==> src/hdl/srwl_pkg.sv <==
// srwl_pkg: constants, types and state codes for the stereo RMS limiter.
// No dependencies.
package srwl_pkg;

  localparam int unsigned SampleW = 24;
  localparam int unsigned CoefW   = 24;
  localparam int unsigned MsW     = 40;
  localparam int unsigned HoldW   = 20;
  localparam int unsigned CeilW   = 23;
  localparam int unsigned GainW   = 24;
  localparam int unsigned CfgW    = 40;
  localparam int unsigned CfgIdxW = 3;

  localparam logic [GainW-1:0] UnityGain = 24'd8388608;

  // register indexes
  localparam logic [CfgIdxW-1:0] RegEnable    = 3'd0;
  localparam logic [CfgIdxW-1:0] RegDetCoef   = 3'd1;
  localparam logic [CfgIdxW-1:0] RegGainCoef  = 3'd2;
  localparam logic [CfgIdxW-1:0] RegThreshold = 3'd3;
  localparam logic [CfgIdxW-1:0] RegHold      = 3'd4;
  localparam logic [CfgIdxW-1:0] RegCeiling   = 3'd5;

  // sequencer states
  localparam int unsigned StW = 4;
  localparam logic [StW-1:0] StIdle   = 4'd0;
  localparam logic [StW-1:0] StSqL    = 4'd1;
  localparam logic [StW-1:0] StSqR    = 4'd2;
  localparam logic [StW-1:0] StDet    = 4'd3;
  localparam logic [StW-1:0] StHold   = 4'd4;
  localparam logic [StW-1:0] StSqrt   = 4'd5;
  localparam logic [StW-1:0] StDiv    = 4'd6;
  localparam logic [StW-1:0] StGain   = 4'd7;
  localparam logic [StW-1:0] StOutL   = 4'd8;
  localparam logic [StW-1:0] StOutR   = 4'd9;
  localparam logic [StW-1:0] StDone   = 4'd10;

  typedef struct packed {
    logic signed [SampleW-1:0] left_in;
    logic signed [SampleW-1:0] right_in;
  } in_item_t;

  typedef struct packed {
    logic signed [SampleW-1:0] left_result;
    logic signed [SampleW-1:0] right_result;
    logic                      engaged;
    logic [GainW-1:0]          gain_now;
  } out_item_t;

endpackage

==> src/hdl/srwl_stream_if.sv <==
// srwl_stream_if: valid/ready channel carrying one payload type.
// No dependencies; the payload type is a parameter.
interface srwl_stream_if #(parameter type payload_t = logic) ();
  logic     valid;
  logic     ready;
  payload_t data;
  modport source (output valid, output data, input ready);
  modport sink   (input valid, input data, output ready);
endinterface

==> src/hdl/stereo_rms_watchdog_limiter_unit.sv <==
// stereo_rms_watchdog_limiter_unit: RMS limiter with hold, one shared
// multiplier under a sequencer. Depends on srwl_pkg and srwl_stream_if.
// Per pair: square both samples, update the mean square and the hold;
// while the hold is engaged and the mean square nonzero, 24 square-root
// steps and 46 restoring divide steps; then gain glide and both outputs.
// Disabled pairs go straight to the output. The next pair is taken once the
// last result moves to the output register, which waits while it is full.
// Reset: config registers to defaults, mean square and hold zero, gain unity.
module stereo_rms_watchdog_limiter_unit (
  input  logic                          clk_i,
  input  logic                          rst_ni,
  input  logic                          cfg_we_i,
  input  logic [srwl_pkg::CfgIdxW-1:0]  cfg_idx_i,
  input  logic [srwl_pkg::CfgW-1:0]     cfg_data_i,
  srwl_stream_if.sink                   in_if,
  srwl_stream_if.source                 out_if
);

  logic                           enable_q;
  logic [srwl_pkg::CoefW-1:0]     det_coef_q, gain_coef_q;
  logic [srwl_pkg::MsW-1:0]       thresh_q;
  logic [srwl_pkg::HoldW-1:0]     hold_samples_q;
  logic [srwl_pkg::CeilW-1:0]     ceiling_q;

  logic [srwl_pkg::MsW-1:0]       ms_q, ms_d;
  logic [srwl_pkg::HoldW-1:0]     hold_q, hold_d;
  logic [srwl_pkg::GainW-1:0]     gain_q, gain_d;

  logic [srwl_pkg::StW-1:0]       st_q, st_d;
  logic [23:0]                    ma_q, mb_q;
  logic                           sa_q, sb_q;
  logic [48:0]                    acc_q, acc_d;      // pair power / scratch
  logic [srwl_pkg::GainW-1:0]     tgt_q, tgt_d;
  // square root: radicand ms<<8 = 48 bits, 24 iterations of 2 bits
  logic [47:0]                    rad_q, rad_d;
  logic [25:0]                    rem_q, rem_d;
  logic [23:0]                    root_q, root_d;
  logic [5:0]                     cnt_q, cnt_d;
  // divide: 46-bit dividend, quotient clamp fits in 24 bits
  logic [45:0]                    num_q, num_d;
  logic [24:0]                    drem_q, drem_d;
  logic [23:0]                    quo_q, quo_d;

  // result under construction, moved to the output register in StDone
  srwl_pkg::out_item_t            wrk_q, wrk_d;
  srwl_pkg::out_item_t            res_q, res_d;
  logic                           ovalid_q, ovalid_d;

  // shared multiplier, 40 x 24
  logic [39:0] mul_a;
  logic [23:0] mul_b;
  logic [63:0] mul_p;
  assign mul_p = {24'd0, mul_a} * {40'd0, mul_b};

  logic [39:0] ms_diff;
  logic        ms_up;
  logic [23:0] g_diff;
  logic        g_up;
  logic [25:0] sq_trial;
  logic [25:0] sq_rem_sh;
  logic [24:0] dv_sh;
  logic [47:0] out_r;

  always_comb begin
    ms_up   = acc_q[39:0] >= ms_q;
    ms_diff = ms_up ? acc_q[39:0] - ms_q : ms_q - acc_q[39:0];
    g_up    = tgt_q >= gain_q;
    g_diff  = g_up ? tgt_q - gain_q : gain_q - tgt_q;
    mul_a = '0;
    mul_b = '0;
    unique case (st_q)
      srwl_pkg::StSqL: begin mul_a = {16'd0, ma_q}; mul_b = ma_q; end
      srwl_pkg::StSqR: begin mul_a = {16'd0, mb_q}; mul_b = mb_q; end
      srwl_pkg::StDet: begin mul_a = ms_diff; mul_b = det_coef_q; end
      srwl_pkg::StGain: begin mul_a = {16'd0, g_diff}; mul_b = gain_coef_q; end
      srwl_pkg::StOutL: begin mul_a = {16'd0, ma_q}; mul_b = gain_q; end
      srwl_pkg::StOutR: begin mul_a = {16'd0, mb_q}; mul_b = gain_q; end
      default: ;
    endcase
    sq_rem_sh = {rem_q[23:0], rad_q[47:46]};
    sq_trial  = {root_q, 2'b01};
    dv_sh     = {drem_q[23:0], num_q[45]};
    out_r     = mul_p[47:0] + 48'd4194304;
  end

  function automatic logic [23:0] sat_out(input logic neg, input logic [47:0] r);
    logic [24:0] m;
    m = r[47:23];
    if (neg) begin
      if (r[47:23] > 25'd8388608) m = 25'd8388608;
      sat_out = 24'(-m);
    end else begin
      if (r[47:23] > 25'd8388607) m = 25'd8388607;
      sat_out = m[23:0];
    end
  endfunction

  always_comb begin
    st_d = st_q; ms_d = ms_q; hold_d = hold_q; gain_d = gain_q;
    acc_d = acc_q; tgt_d = tgt_q; rad_d = rad_q; rem_d = rem_q;
    root_d = root_q; cnt_d = cnt_q; num_d = num_q; drem_d = drem_q;
    quo_d = quo_q; wrk_d = wrk_q; res_d = res_q; ovalid_d = ovalid_q;
    if (out_if.ready) ovalid_d = 1'b0;
    unique case (st_q)
      srwl_pkg::StIdle: begin
        if (in_if.valid) begin
          if (!enable_q) begin
            ms_d = '0; hold_d = '0; gain_d = srwl_pkg::UnityGain;
            wrk_d.left_result  = in_if.data.left_in;
            wrk_d.right_result = in_if.data.right_in;
            wrk_d.engaged      = 1'b0;
            wrk_d.gain_now     = srwl_pkg::UnityGain;
            st_d = srwl_pkg::StDone;
          end else begin
            st_d = srwl_pkg::StSqL;
          end
        end
      end
      srwl_pkg::StSqL: begin acc_d = {1'b0, mul_p[47:0]}; st_d = srwl_pkg::StSqR; end
      srwl_pkg::StSqR: begin
        acc_d = {9'd0, 40'((acc_q + {1'b0, mul_p[47:0]}) >> 9)};
        st_d  = srwl_pkg::StDet;
      end
      srwl_pkg::StDet: begin
        ms_d = ms_up ? ms_q + mul_p[63:24] : ms_q - mul_p[63:24];
        st_d = srwl_pkg::StHold;
      end
      srwl_pkg::StHold: begin
        if (ms_q > thresh_q) hold_d = hold_samples_q;
        else if (hold_q != '0) hold_d = hold_q - 1'b1;
        tgt_d = srwl_pkg::UnityGain;
        rad_d = {ms_q, 8'd0}; rem_d = '0; root_d = '0; cnt_d = 6'd24;
        st_d = (hold_d != '0 && ms_q != '0) ? srwl_pkg::StSqrt : srwl_pkg::StGain;
      end
      srwl_pkg::StSqrt: begin
        rad_d = {rad_q[45:0], 2'b00};
        if (sq_rem_sh >= sq_trial) begin
          rem_d = sq_rem_sh - sq_trial; root_d = {root_q[22:0], 1'b1};
        end else begin
          rem_d = sq_rem_sh; root_d = {root_q[22:0], 1'b0};
        end
        cnt_d = cnt_q - 1'b1;
        if (cnt_q == 6'd1) begin
          num_d = {ceiling_q, 23'd0}; drem_d = '0; quo_d = '0; cnt_d = 6'd46;
          st_d = srwl_pkg::StDiv;
        end
      end
      srwl_pkg::StDiv: begin
        num_d = {num_q[44:0], 1'b0};
        if (dv_sh >= {1'b0, root_q}) begin
          drem_d = dv_sh - {1'b0, root_q};
          quo_d  = (quo_q[23]) ? quo_q : {quo_q[22:0], 1'b1};
          if (quo_q[23]) quo_d = 24'hFFFFFF;
        end else begin
          drem_d = dv_sh;
          quo_d  = quo_q[23] ? 24'hFFFFFF : {quo_q[22:0], 1'b0};
        end
        cnt_d = cnt_q - 1'b1;
        if (cnt_q == 6'd1) begin
          tgt_d = (quo_d < srwl_pkg::UnityGain) ? quo_d : srwl_pkg::UnityGain;
          st_d  = srwl_pkg::StGain;
        end
      end
      srwl_pkg::StGain: begin
        gain_d = g_up ? gain_q + mul_p[47:24] : gain_q - mul_p[47:24];
        if (gain_d > srwl_pkg::UnityGain) gain_d = srwl_pkg::UnityGain;
        st_d = srwl_pkg::StOutL;
      end
      srwl_pkg::StOutL: begin
        wrk_d.left_result = sat_out(sa_q, out_r);
        st_d = srwl_pkg::StOutR;
      end
      srwl_pkg::StOutR: begin
        wrk_d.right_result = sat_out(sb_q, out_r);
        wrk_d.engaged      = hold_q != '0;
        wrk_d.gain_now     = gain_q;
        st_d = srwl_pkg::StDone;
      end
      srwl_pkg::StDone: begin
        if (!ovalid_q || out_if.ready) begin
          res_d = wrk_q;
          ovalid_d = 1'b1; st_d = srwl_pkg::StIdle;
        end
      end
      default: st_d = srwl_pkg::StIdle;
    endcase
  end

  assign in_if.ready  = st_q == srwl_pkg::StIdle;
  assign out_if.valid = ovalid_q;
  assign out_if.data  = res_q;

  always_ff @(posedge clk_i or negedge rst_ni) begin
    if (!rst_ni) begin
      enable_q <= 1'b1; det_coef_q <= 24'd1398; gain_coef_q <= 24'd34917;
      thresh_q <= 40'd17098565454; hold_samples_q <= 20'd24000;
      ceiling_q <= 23'd1048576;
      ms_q <= '0; hold_q <= '0; gain_q <= srwl_pkg::UnityGain;
      st_q <= srwl_pkg::StIdle; ovalid_q <= 1'b0;
    end else begin
      if (cfg_we_i) begin
        unique case (cfg_idx_i)
          srwl_pkg::RegEnable:    enable_q       <= cfg_data_i[0];
          srwl_pkg::RegDetCoef:   det_coef_q     <= cfg_data_i[23:0];
          srwl_pkg::RegGainCoef:  gain_coef_q    <= cfg_data_i[23:0];
          srwl_pkg::RegThreshold: thresh_q       <= cfg_data_i;
          srwl_pkg::RegHold:      hold_samples_q <= cfg_data_i[19:0];
          srwl_pkg::RegCeiling:   ceiling_q      <= cfg_data_i[22:0];
          default: ;
        endcase
      end
      ms_q <= ms_d; hold_q <= hold_d; gain_q <= gain_d;
      st_q <= st_d; ovalid_q <= ovalid_d;
    end
  end

  always_ff @(posedge clk_i) begin
    if (in_if.valid && in_if.ready) begin
      sa_q <= in_if.data.left_in[23];
      sb_q <= in_if.data.right_in[23];
      ma_q <= in_if.data.left_in[23] ? 24'(-in_if.data.left_in) : in_if.data.left_in;
      mb_q <= in_if.data.right_in[23] ? 24'(-in_if.data.right_in) : in_if.data.right_in;
    end
    acc_q <= acc_d; tgt_q <= tgt_d; rad_q <= rad_d; rem_q <= rem_d;
    root_q <= root_d; cnt_q <= cnt_d; num_q <= num_d; drem_q <= drem_d;
    quo_q <= quo_d; wrk_q <= wrk_d; res_q <= res_d;
  end

endmodule

==> src/flat_wrapper.sv <==
// flat-port wrapper written by rule: the top's interface ports become plain ports
module stereo_rms_watchdog_limiter_unit_flat 
  (clk_i, rst_ni, cfg_we_i, cfg_idx_i, cfg_data_i, in_if_valid, in_if_data, in_if_ready, out_if_valid, out_if_data, out_if_ready);
  srwl_stream_if #(.payload_t(srwl_pkg::in_item_t)) in_if_i ();
  srwl_stream_if #(.payload_t(srwl_pkg::out_item_t)) out_if_i ();
  input  logic clk_i;
  input  logic rst_ni;
  input  logic cfg_we_i;
  input  logic [srwl_pkg::CfgIdxW-1:0] cfg_idx_i;
  input  logic [srwl_pkg::CfgW-1:0] cfg_data_i;
  input wire logic [$bits(in_if_i.valid)-1:0] in_if_valid;
  input wire logic [$bits(in_if_i.data)-1:0] in_if_data;
  output wire logic [$bits(in_if_i.ready)-1:0] in_if_ready;
  output wire logic [$bits(out_if_i.valid)-1:0] out_if_valid;
  output wire logic [$bits(out_if_i.data)-1:0] out_if_data;
  input wire logic [$bits(out_if_i.ready)-1:0] out_if_ready;
  assign in_if_i.valid = in_if_valid;
  assign in_if_i.data = in_if_data;
  assign in_if_ready = in_if_i.ready;
  assign out_if_valid = out_if_i.valid;
  assign out_if_data = out_if_i.data;
  assign out_if_i.ready = out_if_ready;
  stereo_rms_watchdog_limiter_unit u_core (.clk_i(clk_i), .rst_ni(rst_ni), .cfg_we_i(cfg_we_i), .cfg_idx_i(cfg_idx_i), .cfg_data_i(cfg_data_i), .in_if(in_if_i), .out_if(out_if_i));
endmodule
==> config.mk <==
export PLATFORM = sky130hd
export DESIGN_NAME = stereo_rms_watchdog_limiter_unit_flat
export DESIGN_NICKNAME = d
export VERILOG_FILES = /design/src/hdl/srwl_pkg.sv /design/src/hdl/srwl_stream_if.sv /design/src/hdl/stereo_rms_watchdog_limiter_unit.sv /design/src/flat_wrapper.sv
export SDC_FILE = /design/constraint.sdc
export NUM_CORES = 2
export LEC_CHECK = 0
export CORE_ASPECT_RATIO = 0.9
export CORE_MARGIN = 2
export CORE_UTILIZATION = 57
export DETAILED_ROUTE_END_ITERATION = 8
export DONT_BUFFER_PORTS = 1
export GPL_TIMING_DRIVEN = 1
export HOLD_SLACK_MARGIN = 0.12
export PLACE_DENSITY = 0.72
export RECOVER_POWER = 50
export SLEW_MARGIN = 10
export SYNTH_ARGS = -nofsm -noshare
export SYNTH_HDL_FRONTEND = slang
export SYNTH_SLANG_ARGS = --single-unit
==> constraint.sdc <==
create_clock -name clk_i -period 21.9 [get_ports clk_i]
set_input_delay 2.19 -clock clk_i [delete_from_list [all_inputs] [get_ports clk_i]]
set_output_delay 2.19 -clock clk_i [all_outputs]
set_load 0.005 [all_outputs]
Word-level counts from Yosys, hierarchy flattened --
Index checks and enable logic that the tools add are counted.
Storage, ports and cells: register bits after elaboration 686, input bits 96, output and inout port bits 75, word-level logic and storage cells 185
Cells by class: add/subtract/negate cells 18, multipliers 1, magnitude comparators 9, equal/unequal tests 21, multiplexer cells 65, reduce and logical (&&, ||, !) cells 37
Operators by type and width (count):
- 2-to-1 mux 24 bit | 23
- one-hot mux 24 bit (2 select lines) | 7
- one-hot mux 49 bit (2 select lines) | 2
- 2-to-1 mux 40 bit | 4
- one-hot mux 40 bit (4 select lines) | 1
- 2-to-1 mux 73 bit | 2
- one-hot mux 24 bit (5 select lines) | 1
- subtractor 24 bit | 5
- subtractor 40 bit | 3
- 2-to-1 mux 20 bit | 5
- negation 24 bit | 4
- one-hot mux 48 bit (2 select lines) | 1
- one-hot mux 46 bit (2 select lines) | 1
- one-hot mux 40 bit (2 select lines) | 1
- multiplier 40 x 24 -> 64 bit | 1
- adder 49 x 48 -> 49 bit | 1
- adder 48 x 23 -> 48 bit, second input constant | 1
- 2-to-1 mux 23 bit | 2
- 2-to-1 mux 46 bit | 1
- one-hot mux 4 bit (11 select lines) | 1
- adder 40 bit | 1
- greater-or-equal comparator 40 bit | 1
- > comparator 40 bit | 1
- one-hot mux 20 bit (2 select lines) | 1
- 38 further kinds | 80

Depth between registers and ports, before layout --
depth after elaboration 12, gate-level depth with buffers 65, mapped depth without buffers 61

Least setup slack after synthesis --
No wires, ideal clock.
path kind register to register, start point register u_core.tgt_q[0] (netlist bit), end point register u_core.gain_q[10] (netlist bit), setup time 0.121 ns, data arrival time 14.445 ns, required time 21.779 ns, setup slack 7.334 ns, stages on the path, launching flop included 59, buffers on the path 3, clock period less this slack 14.566 ns, path through edfxtp_1 inv_1 ha_1 inv_1 fa_1 a21o_1 a21o_1 a21o_1 a221o_1 a2bb2oi_1 a31oi_1 o41ai_2 nand2_1 mux2i_1 nand2b_1 a41oi_1 o211a_1 o311ai_1 [... 23 more ...] nor3_1 nor2_1 xnor2_1 ha_1 and2_1 a31o_2 a211oi_1 a21oi_1 a31oi_1 a21oi_1 a41o_1 or4_1 nand4_1 a21oi_1 mux2_2 or2_2 buf_2 a22o_1
On the way: longest elaborated chain between the ends 9, elaborated cells on any way between the ends 12, those cells by class add/sub: 4; mul: 1; order compare: 2; mux: 5
RTL lines:
- from (decl) | RTL line stereo_rms_watchdog_limiter_unit.sv:33 | logic [srwl_pkg::GainW-1:0] tgt_q, tgt_d;
- from (signal assigned) | RTL line stereo_rms_watchdog_limiter_unit.sv:224 | acc_q <= acc_d; tgt_q <= tgt_d; rad_q <= rad_d; rem_q <= rem_d;
- subtractor 24 bit or greater-or-equal comparator 24 bit (tied branches) | RTL line stereo_rms_watchdog_limiter_unit.sv:68, stereo_rms_watchdog_limiter_unit.sv:67
- 2-to-1 mux 24 bit | RTL line stereo_rms_watchdog_limiter_unit.sv:68 | g_diff = g_up ? tgt_q - gain_q : gain_q - tgt_q;
- one-hot mux 40 bit (4 select lines) | RTL line stereo_rms_watchdog_limiter_unit.sv:71 | unique case (st_q)
- multiplier 40 x 24 -> 64 bit | RTL line stereo_rms_watchdog_limiter_unit.sv:53 | assign mul_p = {24'd0, mul_a} * {40'd0, mul_b};
- subtractor 24 bit or adder 24 bit (tied branches) | RTL line stereo_rms_watchdog_limiter_unit.sv:165 | gain_d = g_up ? gain_q + mul_p[47:24] : gain_q - mul_p[47:24];
- 2-to-1 mux 24 bit (*) | RTL line stereo_rms_watchdog_limiter_unit.sv:165
- > comparator 24 bit | RTL line stereo_rms_watchdog_limiter_unit.sv:166 | if (gain_d > srwl_pkg::UnityGain) gain_d = srwl_pkg::UnityGain;
- 2-to-1 mux 24 bit (*) | RTL line stereo_rms_watchdog_limiter_unit.sv:166
- one-hot mux 24 bit (2 select lines) (*) | RTL line stereo_rms_watchdog_limiter_unit.sv:104 | unique case (st_q)
- to (signal assigned) | RTL line stereo_rms_watchdog_limiter_unit.sv:212 | ms_q <= ms_d; hold_q <= hold_d; gain_q <= gain_d;
- to (decl) | RTL line stereo_rms_watchdog_limiter_unit.sv:27 | logic [srwl_pkg::GainW-1:0] gain_q, gain_d;
Every way passes the cells marked *; elsewhere a longest branch is shown, timed or not. A chain may end at the register's enable or synchronous reset.

Final worst setup path --
start point register u_core.gain_q[0] (netlist bit), end point register u_core.gain_q[8] (netlist bit)
On the way: longest elaborated chain between the ends 9, elaborated cells on any way between the ends 13, those cells by class add/sub: 4; mul: 1; order compare: 2; mux: 6
RTL lines (RTL line):
- subtractor 24 bit or greater-or-equal comparator 24 bit (tied branches) | stereo_rms_watchdog_limiter_unit.sv:68, stereo_rms_watchdog_limiter_unit.sv:67
- 2-to-1 mux 24 bit | stereo_rms_watchdog_limiter_unit.sv:68
- one-hot mux 40 bit (4 select lines) | stereo_rms_watchdog_limiter_unit.sv:71
- multiplier 40 x 24 -> 64 bit | stereo_rms_watchdog_limiter_unit.sv:53
- subtractor 24 bit or adder 24 bit (tied branches) | stereo_rms_watchdog_limiter_unit.sv:165
- 2-to-1 mux 24 bit (*) | stereo_rms_watchdog_limiter_unit.sv:165
- > comparator 24 bit | stereo_rms_watchdog_limiter_unit.sv:166
- 2-to-1 mux 24 bit (*) | stereo_rms_watchdog_limiter_unit.sv:166
- one-hot mux 24 bit (2 select lines) (*) | stereo_rms_watchdog_limiter_unit.sv:104
Marks and branches as above.

==> results.py <==
metrics = {
    "logic_synthesis": {
        "netlist_instances": 8482,
        "synth_flop_cell": "edfxtp_1",
        "synthDistinctLibCells": 106,
        "ys_warn_count": 0,
        "postSynth.asyncResetShare_pct": 33.8,
        "synth-edff-count": 433,
        "syn_avg_cell_area_um2": 8.99,
        "synthesis.area_um2": 76200,
        "seq_area_frac_synth_pct": 24.4,
        "synth_seq_cells": 654,
        "syn_nets": 9943,
    },
    "drt": {
        "wl_per_cell_um": 29.3,
        "routed_wl_mm": 297,
        "first_pass_iters": 9,
        "drc": 0,
        "dr.first_iter.drc_count": 8370,
        "final_antenna_net_count": 0,
        "vias": 65800,
        "vias_per_cell": 6.49,
    },
    "cells_and_area": {
        "ff_latch_area_um2": 18600,
        "fillers": 11500,
        "fin_util_pct": 60.8,
        "instances_no_fill": 10100,
        "nets": 9756,
        "layout-drive-gt1-share_pct": 6.71,
        "final_common_cell": "inv_1",
        "layout_common_cells": "inv_1 (1259), nand2_1 (1107), fa_1 (841)",
        "areaGrowthSynthToFinish_pct": 6.02,
        "multi_input_area_um2": 51700,
    },
    "floorplanning": {
        "core_area_um2": 133000,
        "die_area_um2": 137000,
        "row_count": 127,
        "die_h_um": 351,
        "ios": 171,
        "start_util_pct": 57.3,
        "dieWidth_um": 389,
    },
    "cts": {
        "cts.clk_slew.worst_paths_ns": 0.07,
        "cts_setup_buffers": 0,
        "cts_buffers": 68,
        "insertion_delay_ns": 0.68,
        "cts_hold_buffers": 0,
        "clockBufferDepth": 3,
        "cts_tree": "yes",
        "cts-root-buf": "clkbuf_16",
        "cts-resized-gates": 0,
        "numClockSinks": 654,
        "htree_levels": 3,
    },
    "global_route": {
        "grt_antenna_before_repair": 28,
        "met3_usage_pct": 18.8,
        "grt_first_pass_wirelength_mm": 431,
        "track_usage_pct": 43.2,
        "grtUsageMet2_pct": 60.2,
        "use_met1_pct": 56.7,
        "grt_pass1_vias": 64700,
        "grt_overflow": 0,
        "grt_max_degree": 222,
        "busiest_layer": "met2",
    },
    "sta": {
        "post-route-min-period_ns": 18.74,
        "fin_skew_ns": 0.0403,
        "slew_headroom_pct": -157,
        "rsz0062_at_grt": "false",
        "max_freq_mhz": 53.4,
        "hold_viol": 0,
        "setup_viol": 0,
        "period_share_pct": 85.6,
        "slew_violations": 561,
        "setup-tns-final_ns": 0,
        "worstMarginPinSlew_ns": 3.85,
    },
    "worst_setup_path": {
        "worstPathMaxFanout": 24,
        "worstReg2RegEnd": "u_core.gain_q[8]",
        "end_kind": "flip-flop",
        "start_kind": "flip-flop",
        "reg2regPathDepth": 53,
        "slowest_stage": "xor2_1",
        "rrSetupSlack_ns": 3.16,
        "r2r-start": "u_core.gain_q[0]",
        "startpoint": "u_core.gain_q[0]",
        "worstSetupPathType": "flip-flop to flip-flop",
        "critPathTopFamily": "compound AO/OA/AOI/OAI gates",
        "cp_common_cell": "fa_1",
        "worst-path-buf-inv": 5,
        "critPathArrivalTime_ns": 19.27,
        "max_stage_delay_ns": 0.81,
        "crit_required_ns": 22.43,
    },
    "placed_design": {
        "routabilityCongestion": 1.10,
        "numPortBuffers": 0,
        "dp.cells": 9964,
        "place_hpwl_mm": 230,
    },
    "min_path": {
        "holdCritStartpoint": "u_core.wrk_q[36]",
        "hold_path_end": "u_core.out_if.data[36]",
        "min_path_cells": 0,
        "hold_path_class": "flip-flop to flip-flop",
    },
    "run_status": {
        "outcome": "complete, but fails checks",
        "violations": "capacitance limit, slew limit",
    },
    "run": {
        "maxCapViolCount": 11,
    },
}
[cells in the mapped netlist (83+ instances only)]
cell type / n / area share (%)
a21o_1: 164 / 1.6
a21oi_1: 390 / 2.6
and2_1: 175 / 1.4
clkbuf_1: 369 / 1.8
dfrtp_1: 176 / 5.8
edfxtp_1: 433 / 17
fa_1: 841 / 22
ha_1: 524 / 8.6
inv_1: 1259 / 6.2
mux2_2: 144 / 2.1
nand2_1: 1111 / 5.5
nand3_1: 205 / 1.3
nand4_1: 83 / 0.68
nor2_1: 482 / 2.4
nor3_1: 124 / 0.81
o21ai_0: 439 / 2.9
xnor2_1: 250 / 2.9
xor2_1: 102 / 1.2
[worst max-delay path by stage]
| stage | endpoint | slack [ns] | depth (start not counted) |
|---|---|---|---|
| 2_1_floorplan | u_core.gain_q[10] | 7.33 | 58 |
| 3_3_place_gp | u_core.gain_q[13] | 4.30 | 58 |
| 3_5_place_dp | u_core.gain_q[13] | 3.88 | 57 |
| 4_1_cts | u_core.gain_q[13] | 3.85 | 57 |
| 5_1_grt | u_core.gain_q[1] | 2.57 | 56 |
| 6_report | u_core.gain_q[8] | 3.16 | 53 |
[metrics by stage]
step / cell area, um2 / setup WS, ns / hold slack (ns)
2_1_floorplan: 76200 / 7.33 / 0.400
3_3_place_gp: 78400 / 4.30 / 0.400
3_5_place_dp: 78400 / 3.88 / 0.405
4_1_cts: 80800 / 3.85 / 0.421
5_1_grt: 80800 / 2.57 / 0.424
6_report: 80800 / 3.16 / 0.418
[layer usage]
layer,routed length (um),part of all wire (%)
met1,113000,38
met2,119000,40
met3,45300,15
met4,18700,6.3
met5,82,0.028
[final cells by class]
| class | instances | area share, % |
|---|---|---|
| flip-flops and latches | 654 | 23.0 |
| inverters | 1268 | 5.89 |
| well taps | 1741 | 2.70 |
| clock buffers | 84 | 2.35 |
| clock inverters | 41 | 0.622 |
| repair buffers | 154 | 1.37 |
| diodes | 44 | 0.136 |
| multi-input cells | 6149 | 63.9 |
[registers in the layout, summed over array words and instances, names as in the netlist, 24 cells and up]
register            flops
u_core.thresh_q        40
u_core.wrk_q           73
u_core.gain_q          24
u_core.root_q          24
u_core.rad_q           40
u_core.rem_q           24
u_core.det_coef_q      24
u_core.mb_q            24
u_core.acc_q           48
u_core.ma_q            24
u_core.drem_q          24
u_core.gain_coef_q     24
u_core.ms_q            40
u_core.tgt_q           24
u_core.out_if.data     73
u_core.quo_q           24
[cell families (layout without fill, tap and decap cells)]
group | Yosys count | after routing | synth area share [%]
flip-flops | 654 | 654 | 24.4
other | 0 | 44 | 0
multiplexers | 219 | 219 | 3.11
AND/OR/NAND/NOR | 2593 | 2593 | 15.8
AO/OA/AOI/OAI | 1617 | 1617 | 13.6
XOR/XNOR | 355 | 355 | 4.11
adder cells (fa/ha/maj) | 1365 | 1365 | 30.7
buffers and inverters | 1679 | 1547 | 8.30
Power is left out: the tool's default activity adds up to more than one toggle a clock period on the data nets, which glitch-free logic cannot reach.
